==> src/rtl/core/pcg32rr_pkg.sv <==
`timescale 1ns / 1ps

package pcg32rr_pkg;

	// LCG multiplier of the PCG32 generator.
	localparam logic [63:0] PCG_MULT = 64'h5851_F42D_4C95_7F2D;

	// XSH-RR output shifts.
	localparam int unsigned XSH_SHIFT = 18;
	localparam int unsigned OUT_SHIFT = 27;
	localparam int unsigned ROT_SHIFT = 59;

	// Status of the remainder unit as seen by the sequencer.
	typedef struct packed {
		logic done;
	} div_status_t;

	// XSH-RR permutation of the state before its advance.
	function automatic logic [31:0] pcg_output(input logic [63:0] s);
		logic [63:0] mixed;
		logic [31:0] xs;
		logic [4:0]  rot;
		logic [63:0] doubled;
		begin
			mixed   = (s >> XSH_SHIFT) ^ s;
			xs      = mixed[OUT_SHIFT +: 32];
			rot     = s[ROT_SHIFT +: 5];
			doubled = {xs, xs} >> rot;
			pcg_output = doubled[31:0];
		end
	endfunction

endpackage

==> src/rtl/core/pcg32_ranged_random_generator.sv <==
`timescale 1ns / 1ps

// PCG32 (XSH-RR) generator with a signed ranged output. Each input transaction
// carries range_low and range_high and yields one output transaction with the raw
// 32-bit word and range_low + raw mod span, where span = range_high - range_low + 1
// modulo 2^32 and a zero span means the full range. Writing the seed reloads the
// state and sets the increment to seed * 2 + 1. For each item the 64-bit state
// advance runs as three 32 by 32 products through one shared multiplier, then the
// modulo runs in a one-bit-per-cycle remainder unit; a zero span skips the modulo.
// The input is stalled while an item is in work; a finished result waits in the
// output register while the next item is accepted.
module pcg32_ranged_random_generator (
	input  logic        clk,
	input  logic        arst_n,
	input  logic        seed_we,
	input  logic [63:0] seed_data,
	input  logic        in_valid,
	output logic        in_stall,
	input  logic [31:0] range_low,
	input  logic [31:0] range_high,
	output logic        out_valid,
	input  logic        out_stall,
	output logic [31:0] raw_word,
	output logic [31:0] ranged_value
);

	localparam logic [1:0] ST_IDLE = 2'd0;
	localparam logic [1:0] ST_MUL  = 2'd1;
	localparam logic [1:0] ST_DIV  = 2'd2;
	localparam logic [1:0] ST_DONE = 2'd3;

	logic [1:0]  state_q;
	logic [1:0]  mcnt_q;
	logic [62:0] seed_q;
	logic [63:0] lcg_q;
	logic [63:0] acc_q;
	logic [31:0] raw_q;
	logic [31:0] low_q;
	logic [31:0] span_q;
	logic [31:0] off_q;
	logic        out_valid_q;
	logic [31:0] raw_word_q;
	logic [31:0] ranged_q;

	logic        in_acc;
	logic        out_free;
	logic [31:0] mul_a;
	logic [31:0] mul_b;
	logic [63:0] product;
	logic        div_start;
	logic [31:0] remainder;
	logic [63:0] increment;
	pcg32rr_pkg::div_status_t div_status;

	assign in_acc    = in_valid && !in_stall;
	assign in_stall  = (state_q != ST_IDLE);
	assign out_free  = !out_valid_q || !out_stall;
	assign increment = {seed_q, 1'b1};
	assign div_start = (state_q == ST_MUL) && (mcnt_q == 2'd3) && (span_q != 32'd0);

	// Operand selection for the three partial products of the low 64 bits.
	always_comb begin
		case (mcnt_q)
			2'd0: begin
				mul_a = lcg_q[31:0];
				mul_b = pcg32rr_pkg::PCG_MULT[31:0];
			end
			2'd1: begin
				mul_a = lcg_q[31:0];
				mul_b = pcg32rr_pkg::PCG_MULT[63:32];
			end
			2'd2: begin
				mul_a = lcg_q[63:32];
				mul_b = pcg32rr_pkg::PCG_MULT[31:0];
			end
			default: begin
				mul_a = lcg_q[31:0];
				mul_b = pcg32rr_pkg::PCG_MULT[31:0];
			end
		endcase
	end

	pcg32rr_mul u_mul (
		.clk     (clk),
		.op_a    (mul_a),
		.op_b    (mul_b),
		.product (product)
	);

	pcg32rr_div u_div (
		.clk       (clk),
		.arst_n    (arst_n),
		.start     (div_start),
		.dividend  (raw_q),
		.divisor   (span_q),
		.status    (div_status),
		.remainder (remainder)
	);

	// Sequencer, seed register and generator state.
	always_ff @(posedge clk or negedge arst_n) begin
		if (!arst_n) begin
			state_q     <= ST_IDLE;
			mcnt_q      <= '0;
			seed_q      <= '0;
			lcg_q       <= '0;
			out_valid_q <= 1'b0;
		end else begin
			// The output register is freed here unless a new result replaces it.
			if (out_valid_q && !out_stall && (state_q != ST_DONE)) begin
				out_valid_q <= 1'b0;
			end
			case (state_q)
				ST_IDLE: begin
					if (seed_we) begin
						seed_q <= seed_data[62:0];
						lcg_q  <= seed_data;
					end
					if (in_acc) begin
						mcnt_q  <= '0;
						state_q <= ST_MUL;
					end
				end
				ST_MUL: begin
					mcnt_q <= mcnt_q + 2'd1;
					if (mcnt_q == 2'd3) begin
						lcg_q <= acc_q + {product[31:0], 32'd0};
						if (span_q != 32'd0) begin
							state_q <= ST_DIV;
						end else begin
							state_q <= ST_DONE;
						end
					end
				end
				ST_DIV: begin
					if (div_status.done) begin
						state_q <= ST_DONE;
					end
				end
				ST_DONE: begin
					if (out_free) begin
						out_valid_q <= 1'b1;
						state_q     <= ST_IDLE;
					end
				end
				default: begin
					state_q <= ST_IDLE;
				end
			endcase
		end
	end

	// Item datapath: captured operands, state accumulator, offset and output register.
	always_ff @(posedge clk) begin
		if (in_acc) begin
			raw_q  <= pcg32rr_pkg::pcg_output(lcg_q);
			low_q  <= range_low;
			span_q <= range_high - range_low + 32'd1;
		end
		if (state_q == ST_MUL) begin
			if (mcnt_q == 2'd1) begin
				acc_q <= product + increment;
			end else if (mcnt_q == 2'd2) begin
				acc_q <= acc_q + {product[31:0], 32'd0};
			end
			if (mcnt_q == 2'd3 && span_q == 32'd0) begin
				off_q <= raw_q;
			end
		end
		if (state_q == ST_DIV && div_status.done) begin
			off_q <= remainder;
		end
		if (state_q == ST_DONE && out_free) begin
			raw_word_q <= raw_q;
			ranged_q   <= low_q + off_q;
		end
	end

	assign out_valid    = out_valid_q;
	assign raw_word     = raw_word_q;
	assign ranged_value = ranged_q;

endmodule

==> src/rtl/core/pcg32rr_mul.sv <==
`timescale 1ns / 1ps

// Shared 32 by 32 multiplier with a registered product.
module pcg32rr_mul (
	input  logic        clk,
	input  logic [31:0] op_a,
	input  logic [31:0] op_b,
	output logic [63:0] product
);

	logic [63:0] product_q;

	// The product is registered every cycle; the sequencer picks the cycle it needs.
	always_ff @(posedge clk) begin
		product_q <= 64'(op_a) * 64'(op_b);
	end

	assign product = product_q;

endmodule

==> src/rtl/core/pcg32rr_div.sv <==
`timescale 1ns / 1ps

// Restoring remainder unit: one quotient bit per cycle over the 32-bit dividend.
module pcg32rr_div (
	input  logic                     clk,
	input  logic                     arst_n,
	input  logic                     start,
	input  logic [31:0]              dividend,
	input  logic [31:0]              divisor,
	output pcg32rr_pkg::div_status_t status,
	output logic [31:0]              remainder
);

	logic        busy_q;
	logic        done_q;
	logic [4:0]  cnt_q;
	logic [31:0] dvd_q;
	logic [31:0] dvs_q;
	logic [31:0] rem_q;
	logic [32:0] trial;
	logic [32:0] diff;

	// One restoring step: shift in the next dividend bit and subtract when it fits.
	always_comb begin
		trial = {rem_q, dvd_q[31]};
		diff  = trial - {1'b0, dvs_q};
	end

	// Control of the iteration.
	always_ff @(posedge clk or negedge arst_n) begin
		if (!arst_n) begin
			busy_q <= 1'b0;
			done_q <= 1'b0;
			cnt_q  <= '0;
		end else begin
			done_q <= 1'b0;
			if (start) begin
				busy_q <= 1'b1;
				cnt_q  <= '0;
			end else if (busy_q) begin
				cnt_q <= cnt_q + 5'd1;
				if (cnt_q == 5'd31) begin
					busy_q <= 1'b0;
					done_q <= 1'b1;
				end
			end
		end
	end

	// Datapath of the iteration.
	always_ff @(posedge clk) begin
		if (start) begin
			dvd_q <= dividend;
			dvs_q <= divisor;
			rem_q <= '0;
		end else if (busy_q) begin
			dvd_q <= {dvd_q[30:0], 1'b0};
			if (!diff[32]) begin
				rem_q <= diff[31:0];
			end else begin
				rem_q <= trial[31:0];
			end
		end
	end

	assign status.done = done_q;
	assign remainder   = rem_q;

endmodule

==> config.mk <==
export PLATFORM = sky130hd
export DESIGN_NAME = pcg32_ranged_random_generator
export DESIGN_NICKNAME = d
export VERILOG_FILES = /design/src/rtl/core/pcg32rr_pkg.sv /design/src/rtl/core/pcg32_ranged_random_generator.sv /design/src/rtl/core/pcg32rr_mul.sv /design/src/rtl/core/pcg32rr_div.sv
export SDC_FILE = /design/constraint.sdc
export NUM_CORES = 2
export LEC_CHECK = 0
export BUFFER_PORTS_ARGS = -buffer_cell sky130_fd_sc_hd__clkbuf_2
export CORE_MARGIN = 5
export CORE_UTILIZATION = 39
export CTS_BUF_LIST = sky130_fd_sc_hd__clkbuf_8
export DETAILED_ROUTE_END_ITERATION = 8
export PLACE_DENSITY = 0.57
export SKIP_CTS_REPAIR_TIMING = 1
export SLEW_MARGIN = 15
export SYNTH_ARGS = -nofsm -noshare
export SYNTH_HDL_FRONTEND = slang
export SYNTH_SLANG_ARGS = --single-unit
export TNS_END_PERCENT = 100
==> constraint.sdc <==
create_clock -name clk -period 17.15 [get_ports clk]
set_clock_uncertainty 0.2 [all_clocks]
set_input_delay 2.5725 -clock clk [delete_from_list [all_inputs] [get_ports clk]]
set_output_delay 2.5725 -clock clk [all_outputs]
set_load 0.05 [all_outputs]
==> After elaboration in Yosys (flattened, before gate mapping) <==
Index checks and enable logic that the tools add are counted.
{ "word_totals": {"reg_bits": 555, "in_bits": 133, "out_inout_bits": 66, "elab_cells": 102} }
{ "classes": {"n_addsub": 8, "multipliers": 1, "n_eq_ne": 13, "shift": 1, "mux": 32, "bitwise_logic": 1, "n_reduce_logical": 27} }
{ "op_table": {"columns": ["op", "n"], "rows": [
  ["$mux 64", 4],
  ["$mux 32", 7],
  ["$add 64x64->64", 2],
  ["$pmux 64 s2", 1],
  ["$shr 64x5->32", 1],
  ["$mul 32x31->63", 1],
  ["$xor 46x59->59", 1],
  ["$sub 33x32->33", 1],
  ["$add 32x1->32 const B", 1],
  ["$add 32x32->32", 1],
  ["$logic_not 32->1", 1],
  ["$reduce_bool 32->1", 1],
  ["$sub 32x32->32", 1],
  ["$mux 29", 1],
  ["$reduce_bool 2->1", 6],
  ["$mux 1", 10],
  ["$mux 2", 5],
  ["$mux 5", 2],
  ["$ne 2x2->1 const B", 5],
  ["$eq 2x2->1 const B", 4],
  ["$logic_and 1x1->1", 8],
  ["$pmux 2 s4", 1],
  ["$reduce_and 2->1", 4],
  ["$add 5x1->5 const B", 1],
  ["other kinds (10)", 13]
]} }

==> Logic depth before layout (Yosys ltp) <==
{ "depth": {"ltp_word": 6, "depth_mapped": 36, "ltp_nobuf": 34} }

==> Hierarchy <==
Synthesis repeated with hierarchy kept, for this count alone.
{ "hier_totals": {"hier_cells": 6756, "area_unflattened_um2": 65684.2} }
{ "by_module_without_submodules": {"columns": ["module", "instances", "cells_per_inst", "area_per_inst_um2", "seq_area_each_um2"], "rows": [
  ["pcg32rr_mul", 1, 3761, 34632.0, 1281.2],
  ["pcg32_ranged_random_generator", 1, 2429, 25124.1, 10990.5],
  ["pcg32rr_div", 1, 566, 5928.2, 2737.6]
]} }

==> Worst setup path before layout <==
No wires, ideal clock.
{ "synth_path": {"kind": "flip-flop to flip-flop", "start": "register mcnt_q[0]", "end": "register u_mul.product_q[59], in the netlist u_mul.product[59]", "setup_ps": 72, "t_arrival_ps": 9364, "required_time_ps": 16878, "slack_ps": 7515, "path_stages_with_launch": 31, "period_less_slack_ps": 9635, "cell_sequence": "dfrtp_1 -> inv_1 -> ha_1 -> clkbuf_1 -> buf_2 -> buf_1 -> buf_1 -> mux2i_1 -> nor2_1 -> fa_1 -> fa_1 -> inv_1 -> fa_1 -> fa_1 -> inv_1 -> fa_1 -> fa_1 -> fa_1 -> inv_1 -> fa_1 -> inv_1 -> ha_1 -> clkbuf_1 -> nand4_1 -> or3_1 -> a211oi_1 -> o311ai_1 -> a31o_2 -> o31a_1 -> o31ai_1 -> xor2_1"} }
{ "synth_via": {"elab_chain_cells": 3, "word_cells_on_any_way": 5, "cone_classes": "1 x mul; 2 x eq/ne; 2 x mux"} }
{ "synth_rtl": {"columns": ["item", "line", "text"], "rows": [
  ["start: declaration", "pcg32_ranged_random_generator.sv:33", "logic [1:0] mcnt_q;"],
  ["start signal: assignment", "pcg32_ranged_random_generator.sv:125", "mcnt_q <= mcnt_q + 2'd1;"],
  ["$eq 2x2->1 or $eq 2x1->1 (tied branches)", "pcg32_ranged_random_generator.sv:63", "case (mcnt_q)"],
  ["$mux 32 or $mux 29 (tied branches)", "pcg32_ranged_random_generator.sv:63", null],
  ["$mul 32x31->63 *", "pcg32rr_mul.sv:15", "product_q <= 64'(op_a) * 64'(op_b);"],
  ["end signal: assignment", "pcg32rr_mul.sv:15", null],
  ["end: declaration", "pcg32rr_mul.sv:11", "logic [63:0] product_q;"]
]} }
Mark *: on every way between the ends. The rest lies on a longest branch, timed or not.
A chain may end at the register's enable or synchronous reset.

==> Final worst setup path <==
{ "layout_path": {"start": "register mcnt_q[0]", "end": "register u_mul.product_q[60], in the netlist u_mul.product[60]"} }
The elaborated chain is that of the path after synthesis.

==> flow_metrics.tcl <==
set metrics [dict create \
    die-area_um2 149000 \
    cts_buffer_depth 3 \
    coreArea_um2 140000 \
    synth_edf_count 320 \
    synthFlopType "edfxtp_1" \
    synth.most_common_cell "inv_1" \
    grt_first_pass_wirelength_um 266000 \
    grt_overflow 0 \
    cts-root-buf "clkbuf_8" \
    synthDistinctLibCells 82 \
    drt-total-wl_um 180000 \
    netlist_instances 5577 \
    drtPass1Iterations 6 \
    vias_per_cell 5.35 \
    period_share 0.604 \
    grt_pass1_vias 42515 \
    setup_viol 0 \
    crit_type "reg2reg" \
    reg2reg_slack_ps 6790 \
    fp.dieW_um 386 \
    fin_tns_setup_ps 0 \
    drive_above_1_share 0.0973 \
    clk_latency_ps 790 \
    syn_area_per_cell_um2 9.87 \
    rows 137 \
    die_y_um 386 \
    slowest_stage "mux2i_1" \
    crit_required_ps 17610 \
    slew_headroom 0.151 \
    clkTransAtPathRegs_ps 70 \
    vias 41350 \
    slowest_delay_ps 890 \
    drv_cap 0 \
    critical_path_arrival_ps 10830 \
    synth.area.top_cells "fa_1 20%, edfxtp_1 17%, ha_1 15%" \
    cpMostUsedCell "fa_1" \
    rsz0062_at_grt "no" \
    fin_util 0.430 \
    ys_seq_elements 554 \
    path_max_fanout 23 \
    start_kind "register" \
    portBuffers 198 \
    yosysSeqAreaShare 0.272 \
    start_util 0.394 \
    cts_buffers 93 \
    worst_setup_path_end_kind "register" \
    worst_pin_slew_ps 1240 \
    yosysWarnings 0 \
    grt_util_all_layers 0.239 \
    drc 0 \
    hold-worst-slack_ps 256 \
    drtAntennaViolNets 0 \
    hpwl_um 148000 \
    grt_max_degree 71 \
    status "complete, no violations" \
    synthToLayoutAreaGrowth_pct 9.35 \
    cts_tree "built" \
    synth.cell_area_um2 55100 \
    route.detailed.wl_per_inst_um 23.3 \
    async_flop_share 0.251 \
    fmax_mhz 96.5 \
    grt_antenna_before_repair 20 \
    cts.sinks 554 \
    final_nets 7085 \
    htree_levels 3 \
    io_pins 199 \
    period_needed_ps 10360 \
    drt_iter0_drc 2806 \
    hold_viol_final 0 \
    synth_top_area_cell "fa_1" \
    hold_path_class "reg2reg" \
    slew_violations 0 \
    gp_congestion 0.944 \
    ys_top_cells_by_count "895 x inv_1, 645 x ha_1, 539 x fa_1" \
    synth_top_area_frac 0.196 \
]
## cell usage in the layout (no fill, tap or decap), types with 134 or more instances in the layout
cell	n
inv_1	936
ha_1	642
fa_1	539
nand2_1	380
a21oi_1	357
nor2_1	352
edfxtp_1	320
o21ai_0	271
clkbuf_2	197
xnor2_1	165
a21o_1	151
mux2i_1	145
dfrtp_1	137
mux2_2	134
## kinds of logic after synthesis
group	count (synthesis)	synth area share
simple gates	1118	0.0917
mux	284	0.0554
flops	554	0.272
fa+ha+maj	1184	0.343
other cells	2	0.000136
xor+xnor	237	0.0377
buf+inv	1075	0.0735
compound gates	1123	0.127
## through the flow
stage / area, um2 / setup slack (ps) / instances
after CTS: 60200 / 6790 / 7723
final: 60200 / 6790 / 7732
after global placement: 58300 / 6840 / 7549
after floorplan: 55200 / 7510 / 5606
after detailed placement: 58300 / 6750 / 7549
after global routing: 60200 / 6340 / 7724
## area by class of cell
| type | instances | area (um2) |
|---|---|---|
| Sequential cell | 554 | 15000 |
| Timing Repair Buffer | 239 | 1310 |
| Inverter | 903 | 3390 |
| Fill cell | 13712 | 79700 |
| Multi-Input combinational cell | 3977 | 36200 |
| Tap cell | 1876 | 2350 |
| Clock buffer | 106 | 1460 |
| Antenna cell | 9 | 22.5 |
| Clock inverter | 68 | 460 |
## registers in the layout (all words and copies together) (netlist names), 63 cells and up
register	count
lcg_q	64
u_mul.product	63
acc_q	64
seed_q	63
## critical path, delay by kind of cell (launching register included)
kind	cells	cell delay (ps)
AO/OA/AOI/OAI	8	2210
XOR/XNOR	1	160
adder cells (fa/ha/maj)	10	4220
buffers and inverters	7	1410
flip-flops	1	440
multiplexers	1	890
AND/OR/NAND/NOR	4	720
## layer usage
| metal | part of all wire | global-route usage | up-vias |
|---|---|---|---|
| li1 | - | - | 19287 |
| met1 | 0.41 | 0.298 | 20468 |
| met2 | 0.49 | 0.419 | 1270 |
| met3 | 0.055 | 0.0328 | 317 |
| met4 | 0.044 | 0.0942 | 8 |
| met5 | 0.00031 | 0 | - |
## final timing paths
| check | from | to | cells past startpoint |
|---|---|---|---|
| setup reg to reg | mcnt_q[0] | u_mul.product[60] | 31 |
| hold / removal | span_q[25] | u_div.dvs_q[25] | 0 |
| max in group asynchronous | arst_n | u_div.busy_q | 2 |
| setup / recovery | mcnt_q[0] | u_mul.product[60] | 31 |
| min in group asynchronous | arst_n | seed_q[51] | 1 |
| hold reg to reg | span_q[25] | u_div.dvs_q[25] | 0 |
Power is left out: the tool's default activity adds up to more than one toggle a clock period on the data nets, which glitch-free logic cannot reach.
